File: src/rtl/dptr_pkg.sv
// ----------------------------------------------------------------------------
// Gamepad to pointer translator: shared definitions
// Beat types, register indexes, key codes and reset values for the block.
// ----------------------------------------------------------------------------
package dptr_pkg;

  // Input beat: one key event or one movement tick.
  typedef struct packed {
    logic       kind;
    logic [9:0] key_code;
    logic [1:0] key_value;
  } in_beat_t;

  // Result beat: one button event or one position report.
  typedef struct packed {
    logic        out_kind;
    logic [1:0]  button;
    logic [1:0]  button_value;
    logic [11:0] pos_x;
    logic [11:0] pos_y;
  } out_beat_t;

  // Configuration register indexes.
  typedef enum logic [2:0] {
    REG_TOGGLE_KEY = 3'd0,
    REG_LEFT_KEY   = 3'd1,
    REG_MIDDLE_KEY = 3'd2,
    REG_RIGHT_KEY  = 3'd3,
    REG_SPEED      = 3'd4,
    REG_SCREEN_W   = 3'd5,
    REG_SCREEN_H   = 3'd6
  } cfg_reg_t;

  localparam int unsigned CFG_ADDR_W = 3;
  localparam int unsigned CFG_DATA_W = 12;

  // Input beat kinds and key values.
  localparam logic       KIND_KEY    = 1'b0;
  localparam logic       KIND_TICK   = 1'b1;
  localparam logic [1:0] KEY_RELEASE = 2'd0;
  localparam logic [1:0] KEY_PRESS   = 2'd1;

  // Result beat kinds and button codes.
  localparam logic       OUT_BUTTON    = 1'b0;
  localparam logic       OUT_POSITION  = 1'b1;
  localparam logic [1:0] BUTTON_LEFT   = 2'd0;
  localparam logic [1:0] BUTTON_MIDDLE = 2'd1;
  localparam logic [1:0] BUTTON_RIGHT  = 2'd2;

  // Fixed direction key codes.
  localparam logic [9:0] DIR_UP_CODE    = 10'd544;
  localparam logic [9:0] DIR_DOWN_CODE  = 10'd545;
  localparam logic [9:0] DIR_LEFT_CODE  = 10'd546;
  localparam logic [9:0] DIR_RIGHT_CODE = 10'd547;

  // Code that marks a key register as disabled.
  localparam logic [10:0] KEY_DISABLED = 11'h7FF;

  // Reset values.
  localparam logic [10:0] RST_TOGGLE_KEY = 11'd312;
  localparam logic [10:0] RST_LEFT_KEY   = 11'd311;
  localparam logic [10:0] RST_MIDDLE_KEY = KEY_DISABLED;
  localparam logic [10:0] RST_RIGHT_KEY  = KEY_DISABLED;
  localparam logic [9:0]  RST_SPEED      = 10'd10;
  localparam logic [11:0] RST_SCREEN_W   = 12'd640;
  localparam logic [11:0] RST_SCREEN_H   = 12'd480;
  localparam logic [11:0] HOME_X         = 12'd320;
  localparam logic [11:0] HOME_Y         = 12'd240;

endpackage

File: src/rtl/dpad_to_pointer_translator.sv
// ----------------------------------------------------------------------------
// Gamepad to pointer translator
// Turns key events into button events and movement ticks into position
// reports, with a toggle key that switches pointer mode on and off.
// ----------------------------------------------------------------------------
// A result beat appears on out_valid in the cycle after its input beat is accepted.
// Throughput: one input beat per cycle; the single result register stalls the
// input only while it holds a beat that the receiver is stalling.
// Reset (rst_n low, synchronous): registers back to their defaults, pointer
// mode off, no direction held, position at the home point, no result held.
module dpad_to_pointer_translator (
  input  logic                                  clk,
  input  logic                                  rst_n,
  input  logic                                  in_valid,
  output logic                                  in_stall,
  input  dptr_pkg::in_beat_t                    in_data,
  output logic                                  out_valid,
  input  logic                                  out_stall,
  output dptr_pkg::out_beat_t                   out_data,
  input  logic                                  cfg_we,
  input  logic [dptr_pkg::CFG_ADDR_W-1:0]       cfg_addr,
  input  logic [dptr_pkg::CFG_DATA_W-1:0]       cfg_wdata
);

  // Configuration registers.
  logic [10:0] toggle_key_r, left_key_r, middle_key_r, right_key_r;
  logic [9:0]  speed_r;
  logic [11:0] screen_w_r, screen_h_r;

  // Translator state.
  logic        pointer_mode_r, pointer_mode_nxt;
  logic [3:0]  held_dirs_r, held_dirs_nxt;
  logic [11:0] cur_x_r, cur_x_nxt;
  logic [11:0] cur_y_r, cur_y_nxt;

  // Result register.
  logic                out_valid_r;
  dptr_pkg::out_beat_t out_data_r;
  logic                emit;
  dptr_pkg::out_beat_t emit_data;

  logic in_accept;
  logic active;
  logic toggle_hit, left_hit, middle_hit, right_hit;

  // Tick arithmetic.
  logic [11:0] spd;
  logic [11:0] y_up, y_a, y_b, x_left, x_a, x_b;
  logic [12:0] y_sum, x_sum;

  // The input waits only while a held result is being stalled.
  assign in_stall  = out_valid_r & out_stall;
  assign in_accept = in_valid & ~in_stall;

  // A disabled toggle key leaves the block in pointer mode.
  assign active = pointer_mode_r | (toggle_key_r == dptr_pkg::KEY_DISABLED);

  // A key register matches only when it is non-negative and equal to the code.
  assign toggle_hit = (toggle_key_r[10] == 1'b0) && (toggle_key_r[9:0] == in_data.key_code);
  assign left_hit   = (left_key_r[10] == 1'b0)   && (left_key_r[9:0] == in_data.key_code);
  assign middle_hit = (middle_key_r[10] == 1'b0) && (middle_key_r[9:0] == in_data.key_code);
  assign right_hit  = (right_key_r[10] == 1'b0)  && (right_key_r[9:0] == in_data.key_code);

  // Vertical then horizontal moves, each a decrement clamped at zero followed
  // by an increment clamped at the screen size.
  assign spd    = {2'b00, speed_r};
  assign y_up   = (cur_y_r > spd) ? (cur_y_r - spd) : 12'd0;
  assign y_a    = held_dirs_r[0] ? y_up : cur_y_r;
  assign y_sum  = {1'b0, y_a} + {1'b0, spd};
  assign y_b    = held_dirs_r[1] ? ((y_sum > {1'b0, screen_h_r}) ? screen_h_r : y_sum[11:0])
                                 : y_a;
  assign x_left = (cur_x_r > spd) ? (cur_x_r - spd) : 12'd0;
  assign x_a    = held_dirs_r[2] ? x_left : cur_x_r;
  assign x_sum  = {1'b0, x_a} + {1'b0, spd};
  assign x_b    = held_dirs_r[3] ? ((x_sum > {1'b0, screen_w_r}) ? screen_w_r : x_sum[11:0])
                                 : x_a;

  // Decode of one accepted beat: next state and the result, if any.
  always_comb begin
    pointer_mode_nxt       = pointer_mode_r;
    held_dirs_nxt          = held_dirs_r;
    cur_x_nxt              = cur_x_r;
    cur_y_nxt              = cur_y_r;
    emit                   = 1'b0;
    emit_data.out_kind     = dptr_pkg::OUT_BUTTON;
    emit_data.button       = dptr_pkg::BUTTON_LEFT;
    emit_data.button_value = in_data.key_value;
    emit_data.pos_x        = cur_x_r;
    emit_data.pos_y        = cur_y_r;
    if (in_accept) begin
      if (in_data.kind == dptr_pkg::KIND_KEY) begin
        priority if (toggle_hit && (in_data.key_value == dptr_pkg::KEY_PRESS)) begin
          pointer_mode_nxt = ~pointer_mode_r;
        end else if (!active) begin
          pointer_mode_nxt = pointer_mode_r;
        end else if (in_data.key_code == dptr_pkg::DIR_UP_CODE) begin
          held_dirs_nxt[0] = (in_data.key_value != dptr_pkg::KEY_RELEASE);
        end else if (in_data.key_code == dptr_pkg::DIR_DOWN_CODE) begin
          held_dirs_nxt[1] = (in_data.key_value != dptr_pkg::KEY_RELEASE);
        end else if (in_data.key_code == dptr_pkg::DIR_LEFT_CODE) begin
          held_dirs_nxt[2] = (in_data.key_value != dptr_pkg::KEY_RELEASE);
        end else if (in_data.key_code == dptr_pkg::DIR_RIGHT_CODE) begin
          held_dirs_nxt[3] = (in_data.key_value != dptr_pkg::KEY_RELEASE);
        end else if (left_hit) begin
          emit             = 1'b1;
          emit_data.button = dptr_pkg::BUTTON_LEFT;
        end else if (middle_hit) begin
          emit             = 1'b1;
          emit_data.button = dptr_pkg::BUTTON_MIDDLE;
        end else if (right_hit) begin
          emit             = 1'b1;
          emit_data.button = dptr_pkg::BUTTON_RIGHT;
        end else begin
          emit = 1'b0;
        end
      end else if (active) begin
        cur_x_nxt              = x_b;
        cur_y_nxt              = y_b;
        emit                   = 1'b1;
        emit_data.out_kind     = dptr_pkg::OUT_POSITION;
        emit_data.button       = dptr_pkg::BUTTON_LEFT;
        emit_data.button_value = dptr_pkg::KEY_RELEASE;
        emit_data.pos_x        = x_b;
        emit_data.pos_y        = y_b;
      end
    end
  end

  // Configuration writes; indexes beyond the list are ignored.
  always_ff @(posedge clk) begin
    if (!rst_n) begin
      toggle_key_r <= dptr_pkg::RST_TOGGLE_KEY;
      left_key_r   <= dptr_pkg::RST_LEFT_KEY;
      middle_key_r <= dptr_pkg::RST_MIDDLE_KEY;
      right_key_r  <= dptr_pkg::RST_RIGHT_KEY;
      speed_r      <= dptr_pkg::RST_SPEED;
      screen_w_r   <= dptr_pkg::RST_SCREEN_W;
      screen_h_r   <= dptr_pkg::RST_SCREEN_H;
    end else if (cfg_we) begin
      unique case (dptr_pkg::cfg_reg_t'(cfg_addr))
        dptr_pkg::REG_TOGGLE_KEY: toggle_key_r <= cfg_wdata[10:0];
        dptr_pkg::REG_LEFT_KEY:   left_key_r   <= cfg_wdata[10:0];
        dptr_pkg::REG_MIDDLE_KEY: middle_key_r <= cfg_wdata[10:0];
        dptr_pkg::REG_RIGHT_KEY:  right_key_r  <= cfg_wdata[10:0];
        dptr_pkg::REG_SPEED:      speed_r      <= cfg_wdata[9:0];
        dptr_pkg::REG_SCREEN_W:   screen_w_r   <= cfg_wdata;
        dptr_pkg::REG_SCREEN_H:   screen_h_r   <= cfg_wdata;
        default: begin
        end
      endcase
    end
  end

  // State registers.
  always_ff @(posedge clk) begin
    if (!rst_n) begin
      pointer_mode_r <= 1'b0;
      held_dirs_r    <= 4'd0;
      cur_x_r        <= dptr_pkg::HOME_X;
      cur_y_r        <= dptr_pkg::HOME_Y;
    end else begin
      pointer_mode_r <= pointer_mode_nxt;
      held_dirs_r    <= held_dirs_nxt;
      cur_x_r        <= cur_x_nxt;
      cur_y_r        <= cur_y_nxt;
    end
  end

  // Result register: loads on a new result, empties once the beat is taken.
  always_ff @(posedge clk) begin
    if (!rst_n) begin
      out_valid_r <= 1'b0;
    end else if (emit) begin
      out_valid_r <= 1'b1;
    end else if (!out_stall) begin
      out_valid_r <= 1'b0;
    end
  end

  always_ff @(posedge clk) begin
    if (emit) begin
      out_data_r <= emit_data;
    end
  end

  assign out_valid = out_valid_r;
  assign out_data  = out_data_r;

  // A tick in pointer mode always leaves a position report behind it.
  assert property (@(posedge clk) disable iff (!rst_n)
    in_accept && (in_data.kind == dptr_pkg::KIND_TICK) && active
    |=> out_valid && (out_data.out_kind == dptr_pkg::OUT_POSITION))
    else $error("tick in pointer mode gave no position report");

  // Outside pointer mode nothing is reported.
  assert property (@(posedge clk) disable iff (!rst_n)
    in_accept && !active |=> !out_valid)
    else $error("result produced outside pointer mode");

  // Key events never move the pointer.
  assert property (@(posedge clk) disable iff (!rst_n)
    in_accept && (in_data.kind == dptr_pkg::KIND_KEY)
    |=> $stable(cur_x_r) && $stable(cur_y_r))
    else $error("key event moved the pointer");

  // A held result always carries the current position.
  assert property (@(posedge clk) disable iff (!rst_n)
    out_valid |-> (out_data.pos_x == cur_x_r) && (out_data.pos_y == cur_y_r))
    else $error("held result disagrees with the current position");

endmodule

File: config.mk
export PLATFORM = sky130hd
export DESIGN_NAME = dpad_to_pointer_translator
export DESIGN_NICKNAME = d
export VERILOG_FILES = /design/src/rtl/dptr_pkg.sv /design/src/rtl/dpad_to_pointer_translator.sv
export SDC_FILE = /design/constraint.sdc
export NUM_CORES = 1
export LEC_CHECK = 0
export ABC_AREA = 1
export BUFFER_PORTS_ARGS = -buffer_cell sky130_fd_sc_hd__buf_4
export CAP_MARGIN = 20
export CORE_MARGIN = 1.5
export CORE_UTILIZATION = 30
export DETAILED_ROUTE_END_ITERATION = 16
export GPL_ROUTABILITY_DRIVEN = 0
export PLACE_DENSITY = 0.57
export SLEW_MARGIN = 20
export SYNTH_ARGS = -nofsm -noshare
export SYNTH_HDL_FRONTEND = slang
export SYNTH_SLANG_ARGS = --single-unit
File: constraint.sdc
create_clock -name clk -period 6.4 [get_ports clk]
set_clock_uncertainty 0.05 [all_clocks]
set_input_delay 0.32 -clock clk [delete_from_list [all_inputs] [get_ports clk]]
set_output_delay 0.32 -clock clk [all_outputs]
set_load 0.02 [all_outputs]
# Yosys cells after proc, flatten, opt, wreduce, memory -nomap -nowiden
# Index checks and enable logic that the tools add are counted.
[classes] n_addsub=4 n_mul=0 n_div=0 n_lt_le_gt_ge=4 eq_ne=17 n_shift=0 muxes=35 bitwise=14 reduce_logical=21
[op_table] operator="2-to-1 mux 12 bit" count=8
[op_table] operator="2-to-1 mux 26 bit" count=2
[op_table] operator="== test 10 bit" count=4
[op_table] operator="== test 10 bit (second input constant)" count=4
[op_table] operator="2-to-1 mux 29 bit" count=1
[op_table] operator="adder 12 x 10 -> 13 bit" count=2
[op_table] operator="greater-than comparator 13 x 12 -> 1 bit" count=2
[op_table] operator="greater-than comparator 12 x 10 -> 1 bit" count=2
[op_table] operator="subtractor 12 x 10 -> 12 bit" count=2
[op_table] operator="2-to-1 mux 2 bit" count=10
[op_table] operator="AND reduction 2 bit" count=8
[op_table] operator="2-to-1 mux 1 bit" count=14
[op_table] operator="== test 11 bit (second input constant)" count=1
[op_table] operator="NOT 1 bit" count=11
[op_table] operator="== test 3 bit (second input constant)" count=3
[op_table] operator="AND reduction 8 bit" count=1
[op_table] operator="AND reduction 7 bit" count=1
[op_table] operator="== test 3 x 2 -> 1 bit (second input constant)" count=2
[op_table] operator="AND reduction 3 bit" count=2
[op_table] operator="AND reduction 6 bit" count=1
[op_table] operator="logical AND 1 bit" count=5
[op_table] operator="AND reduction 5 bit" count=1
[op_table] operator="== test 3 x 1 -> 1 bit (second input constant)" count=1
[op_table] operator="logical NOT 3 bit" count=1
[op_table] operator="5 further kinds" count=6
[word_totals] regBits=137 latchBits=0 ramBits=0 romBits=0 output_inout_bits=31 wordCells=115 n_memories=0

# Logic depth before layout (Yosys ltp)
[depth] depth_word=14 mapped_depth=37

# Worst setup path after synthesis
# Ideal clock, no wire load.
[synth_timing] path_type="register to register" start="reg speed_r[0]" end="reg out_data_r (netlist bit out_data[7]), data pin" arrival_time_ns=4.400 slack_ns=1.694 stages_incl_launch_ff=27 period_less_slack_ns=4.706 path_cell_list="dfxtp_1 ha_1 fa_1 inv_1 nand3_1 nand3_1 nand2_1 nand3_2 nand3_1 o21ai_0 ha_1 a21oi_1 o21ai_0 a21oi_1 o21bai_1 xor2_1 inv_1 ha_1 nand4_1 or4_1 nand2_1 buf_1 nand3_1 nand3_1 nand2_1 o21ai_1 inv_1"
[synth_lines] item="start, declared" line="dpad_to_pointer_translator.sv:27" text="logic [9:0] speed_r;"
[synth_lines] item="start signal, assigned" line="dpad_to_pointer_translator.sv:136" text="speed_r <= dptr_pkg::RST_SPEED;"
[synth_lines] item="start signal, assigned" line="dpad_to_pointer_translator.sv:145" text="dptr_pkg::REG_SPEED: speed_r <= cfg_wdata[9:0];"
[synth_lines] item="end signal, assigned" line="dpad_to_pointer_translator.sv:182" text="out_data_r <= emit_data;"
[synth_lines] item="end, declared" line="dpad_to_pointer_translator.sv:38" text="dptr_pkg::out_beat_t out_data_r;"

==> out/results.tsv <==
stage	metric	value	unit
finish	Diodes inserted	0	
drt	initial detailed-routing violation count	767	
setup_path	WP buf/inv	3	
clock_tree	H-tree Lvls	4	
power_and_ir_drop	Leak	5.20	nW
global_route	GRT Resource Usage Total	0.187	
setup_path	CP Capture Point	out_data[3]$_DFFE_PP_	
floorplan	initial core utilization	0.304	
setup_path	Top delay family on crit path	simple AND/OR/NAND/NOR gates	
floorplan	die height	179	um
flow_run	Max Cap Viol	0	
placed_design	placed instance count	1790	
power_and_ir_drop	Net Switching	585	uW
yosys	async set or reset register ratio after synthesis	0	
yosys	Seq cells post-synth	137	
finish	final core area utilization	0.351	
setup_path	critical-path maximum fanout	13	
floorplan	row count	64	
clock_tree	CTS tree	done	
drt	drt drc	0	
power_and_ir_drop	pwr dens	205	nW/um^2
floorplan	io pins	64	
yosys	sequential cell area fraction in the yosys report	0.327	
yosys	number of synthesis warnings	0	
global_route	first-pass GRT wire length	45700	um
timing	final setup TNS	0	ns
clock_tree	CTS Sinks	137	
timing	slew margin rel.	0.358	
placed_design	Final HPWL DP	22000	um
setup_path	Slowest cell on crit path	or4_1	
timing	Slew Viols, Final	0	
timing	crit path time final	5.84	ns
clock_tree	post-CTS sizing	0	
floorplan	Die ar.	31900	um^2
setup_path	Critical Path Stages	27	
timing	Final Worst Setup Slack	0.560	ns
clock_tree	CTS Buf Count	17	
global_route	initial antenna violation count	0	
power_and_ir_drop	Combinational Power Share	0.111	
floorplan	die width	179	um
clock_tree	Post-CTS Hold Buffers	0	
finish	Fillers	3259	
setup_path	flop2flop setup slack	0.56	ns
placed_design	PortBufs	63	
setup_path	WP data arrival	5.98	ns
yosys	Post-synth top flop	dfxtp_1	
setup_path	cells on worst reg2reg path	27	
setup_path	Crit path largest cell delay	0.49	ns
placed_design	area post-placement	10100	um^2
clock_tree	CTS root buffer	clkbuf_16	
clock_tree	Clk pin slew, worst setup/hold paths	0.06	ns
power_and_ir_drop	VDD IR max	154	uV
power_and_ir_drop	P_int	1.61	mW
global_route	grt total ovfl	0	
finish	Syn-to-layout area delta	15.7	%
finish	layout cells sized above 1	0.0926	
timing	Final Hold Vio Count	0	
timing	Worst Max-Slew Pin Slew	0.959	ns
yosys	Synth Cell Area	9260	um^2
finish	post-route cell area	10700	um^2
drt	Vias/cell	4.83	
finish	Nets	1514	
setup_path	CP Launch Type	register	
timing	fmax	0.171	GHz
setup_path	CP required	6.54	ns
yosys	Netlist cell types	45	
placed_design	pre-CTS WS	0.686	ns
setup_path	kind of critical path	register to register	
setup_path	CP most frequent cell	nand2_1	
drt	DR pass1 iterations	7	
status	outcome	completed	
finish	most frequent cells in the layout	nand2_1, inv_1, nand3_1, nor2_1, dfxtp_1	
timing	unrepaired setup endpoints after global routing	false	
min_path	HP Class	input port to register	
setup_path	Crit Reg-Reg Endpoint	out_data[3]$_DFFE_PP_	
clock_tree	Clock Latency Late Sink	0.43	ns
global_route	pin count of the biggest net entering global routing	51	
drt	WL final	29000	um
power_and_ir_drop	switching share of power	0.266	
finish	final cell count without fillers	1822	
setup_path	Critical Path End Type	register	
power_and_ir_drop	Clock Power Share	0.476	
power_and_ir_drop	Reg power frac	0.413	
global_route	vias in the first global route	8460	
drt	routed len/inst	15.9	um
clock_tree	Bufs on Longest Clock Path	2	
timing	final setup fails	0	
timing	crit share post-route	0.912	
yosys	Cells after Synth	1366	
drt	via count	8803	
drt	post-route ant nets	0	
finish	most common cell after layout, fill and taps aside	nand2_1	
setup_path	CP Launch Point	speed_r[0]$_SDFFE_PN0P_	
setup_path	RR Startpoint	speed_r[0]$_SDFFE_PN0P_	
yosys	Post-Syn Nets	1467	
clock_tree	Post-CTS Setup Repair Bufs	0	
floorplan	core region area	30500	um^2
yosys	Post-synth EDFFs	29	
yosys	synthesized area per cell	6.78	um^2
-- cell usage after synthesis (all sizes together) (3+ instances only) --
master   number  share of area
a211oi        3         0.0024
a21oi        87          0.047
buf           9         0.0063
clkbuf       30          0.012
clkinv        3         0.0012
dfxtp       108           0.23
edfxtp       29          0.094
fa            4         0.0086
ha           64          0.086
inv         219          0.089
nand2       380           0.16
nand3       116          0.067
nand4        10         0.0068
nor2        114          0.050
nor3          8         0.0043
nor4          8         0.0054
o2111ai       3         0.0028
o211ai       12         0.0097
o21ai        72          0.039
o21bai        7         0.0057
o22ai        12         0.0081
or2           3         0.0020
xnor2        15          0.014
xor2         35          0.033
-- logic make-up after synthesis --
kind of cell | share of synthesized area
AND/OR/NAND/NOR | 0.298
buffers and inverters | 0.108
AO/OA/AOI/OAI | 0.123
flip-flops | 0.327
adder cells (fa/ha/maj) | 0.0951
XOR/XNOR | 0.0473
-- tightest hold or removal path: cells and delay by family --
family                 cells  cell delay (ns)
AND/OR/NAND/NOR            2             0.14
buffers and inverters      1             0.16
-- state kept, by name, indices dropped and copies added, names as in the netlist, 4 cells and up --
signal        flops
right_key_r      11
speed_r          10
held_dirs_r       4
left_key_r       11
cur_y_r          12
cur_x_r          12
screen_h_r       12
out_data         29
toggle_key_r     11
screen_w_r       12
middle_key_r     11
-- per-layer routing --
layer | vias to the layer above | wire length (um) | global-route usage
li1 | 4486 | - | -
met2 | 301 | 12600 | 0.292
met3 | 39 | 2010 | 0.0447
met1 | 3977 | 13800 | 0.256
met5 | - | 0 | 0
met4 | 0 | 556 | 0.0524
-- metrics by stage --
| stage | hold WS (ns) | total power, mW |
|---|---|---|
| floorplan | 0.380 | 1.09 |
| global placement | 0.402 | 1.17 |
| detailed placement | 0.404 | 1.17 |
| CTS | 0.153 | 2.21 |
| global route | 0.161 | 2.28 |
| finish | 0.159 | 2.20 |
-- area by class of cell --
class | count | area (um^2) | share of cell area
Tap cell | 396 | 495 | 0.0463
Multi-Input combinational cell | 968 | 5220 | 0.488
Clock inverter | 11 | 131 | 0.0123
Timing Repair Buffer | 67 | 503 | 0.0470
Inverter | 222 | 833 | 0.0778
Clock buffer | 21 | 493 | 0.0460
Sequential cell | 137 | 3030 | 0.283
-- power groups by stage --
stage                     registers [mW]  logic [mW]  clock network (mW)
after floorplan                    0.923       0.166                   0
after global placement             0.926       0.239                   0
after detailed placement           0.926       0.239                   0
after CTS                          0.908       0.241                1.06
after global routing               0.909       0.273                1.10
final                              0.908       0.243                1.05
-- worst min-delay path by stage --
stage	cells past startpoint	start	endpoint	slack, ns
4_1_cts	3	cfg_wdata[5]	right_key_r[5]$_SDFFE_PN1P_	0.15
3_5_place_dp	2	right_key_r[10]$_SDFFE_PN1P_	right_key_r[10]$_SDFFE_PN1P_	0.40
3_3_place_gp	2	right_key_r[10]$_SDFFE_PN1P_	right_key_r[10]$_SDFFE_PN1P_	0.40
2_1_floorplan	2	right_key_r[10]$_SDFFE_PN1P_	right_key_r[10]$_SDFFE_PN1P_	0.38
6_report	3	cfg_wdata[10]	right_key_r[10]$_SDFFE_PN1P_	0.16
5_1_grt	3	cfg_wdata[10]	right_key_r[10]$_SDFFE_PN1P_	0.16
(Power assumes the default switching activity.)
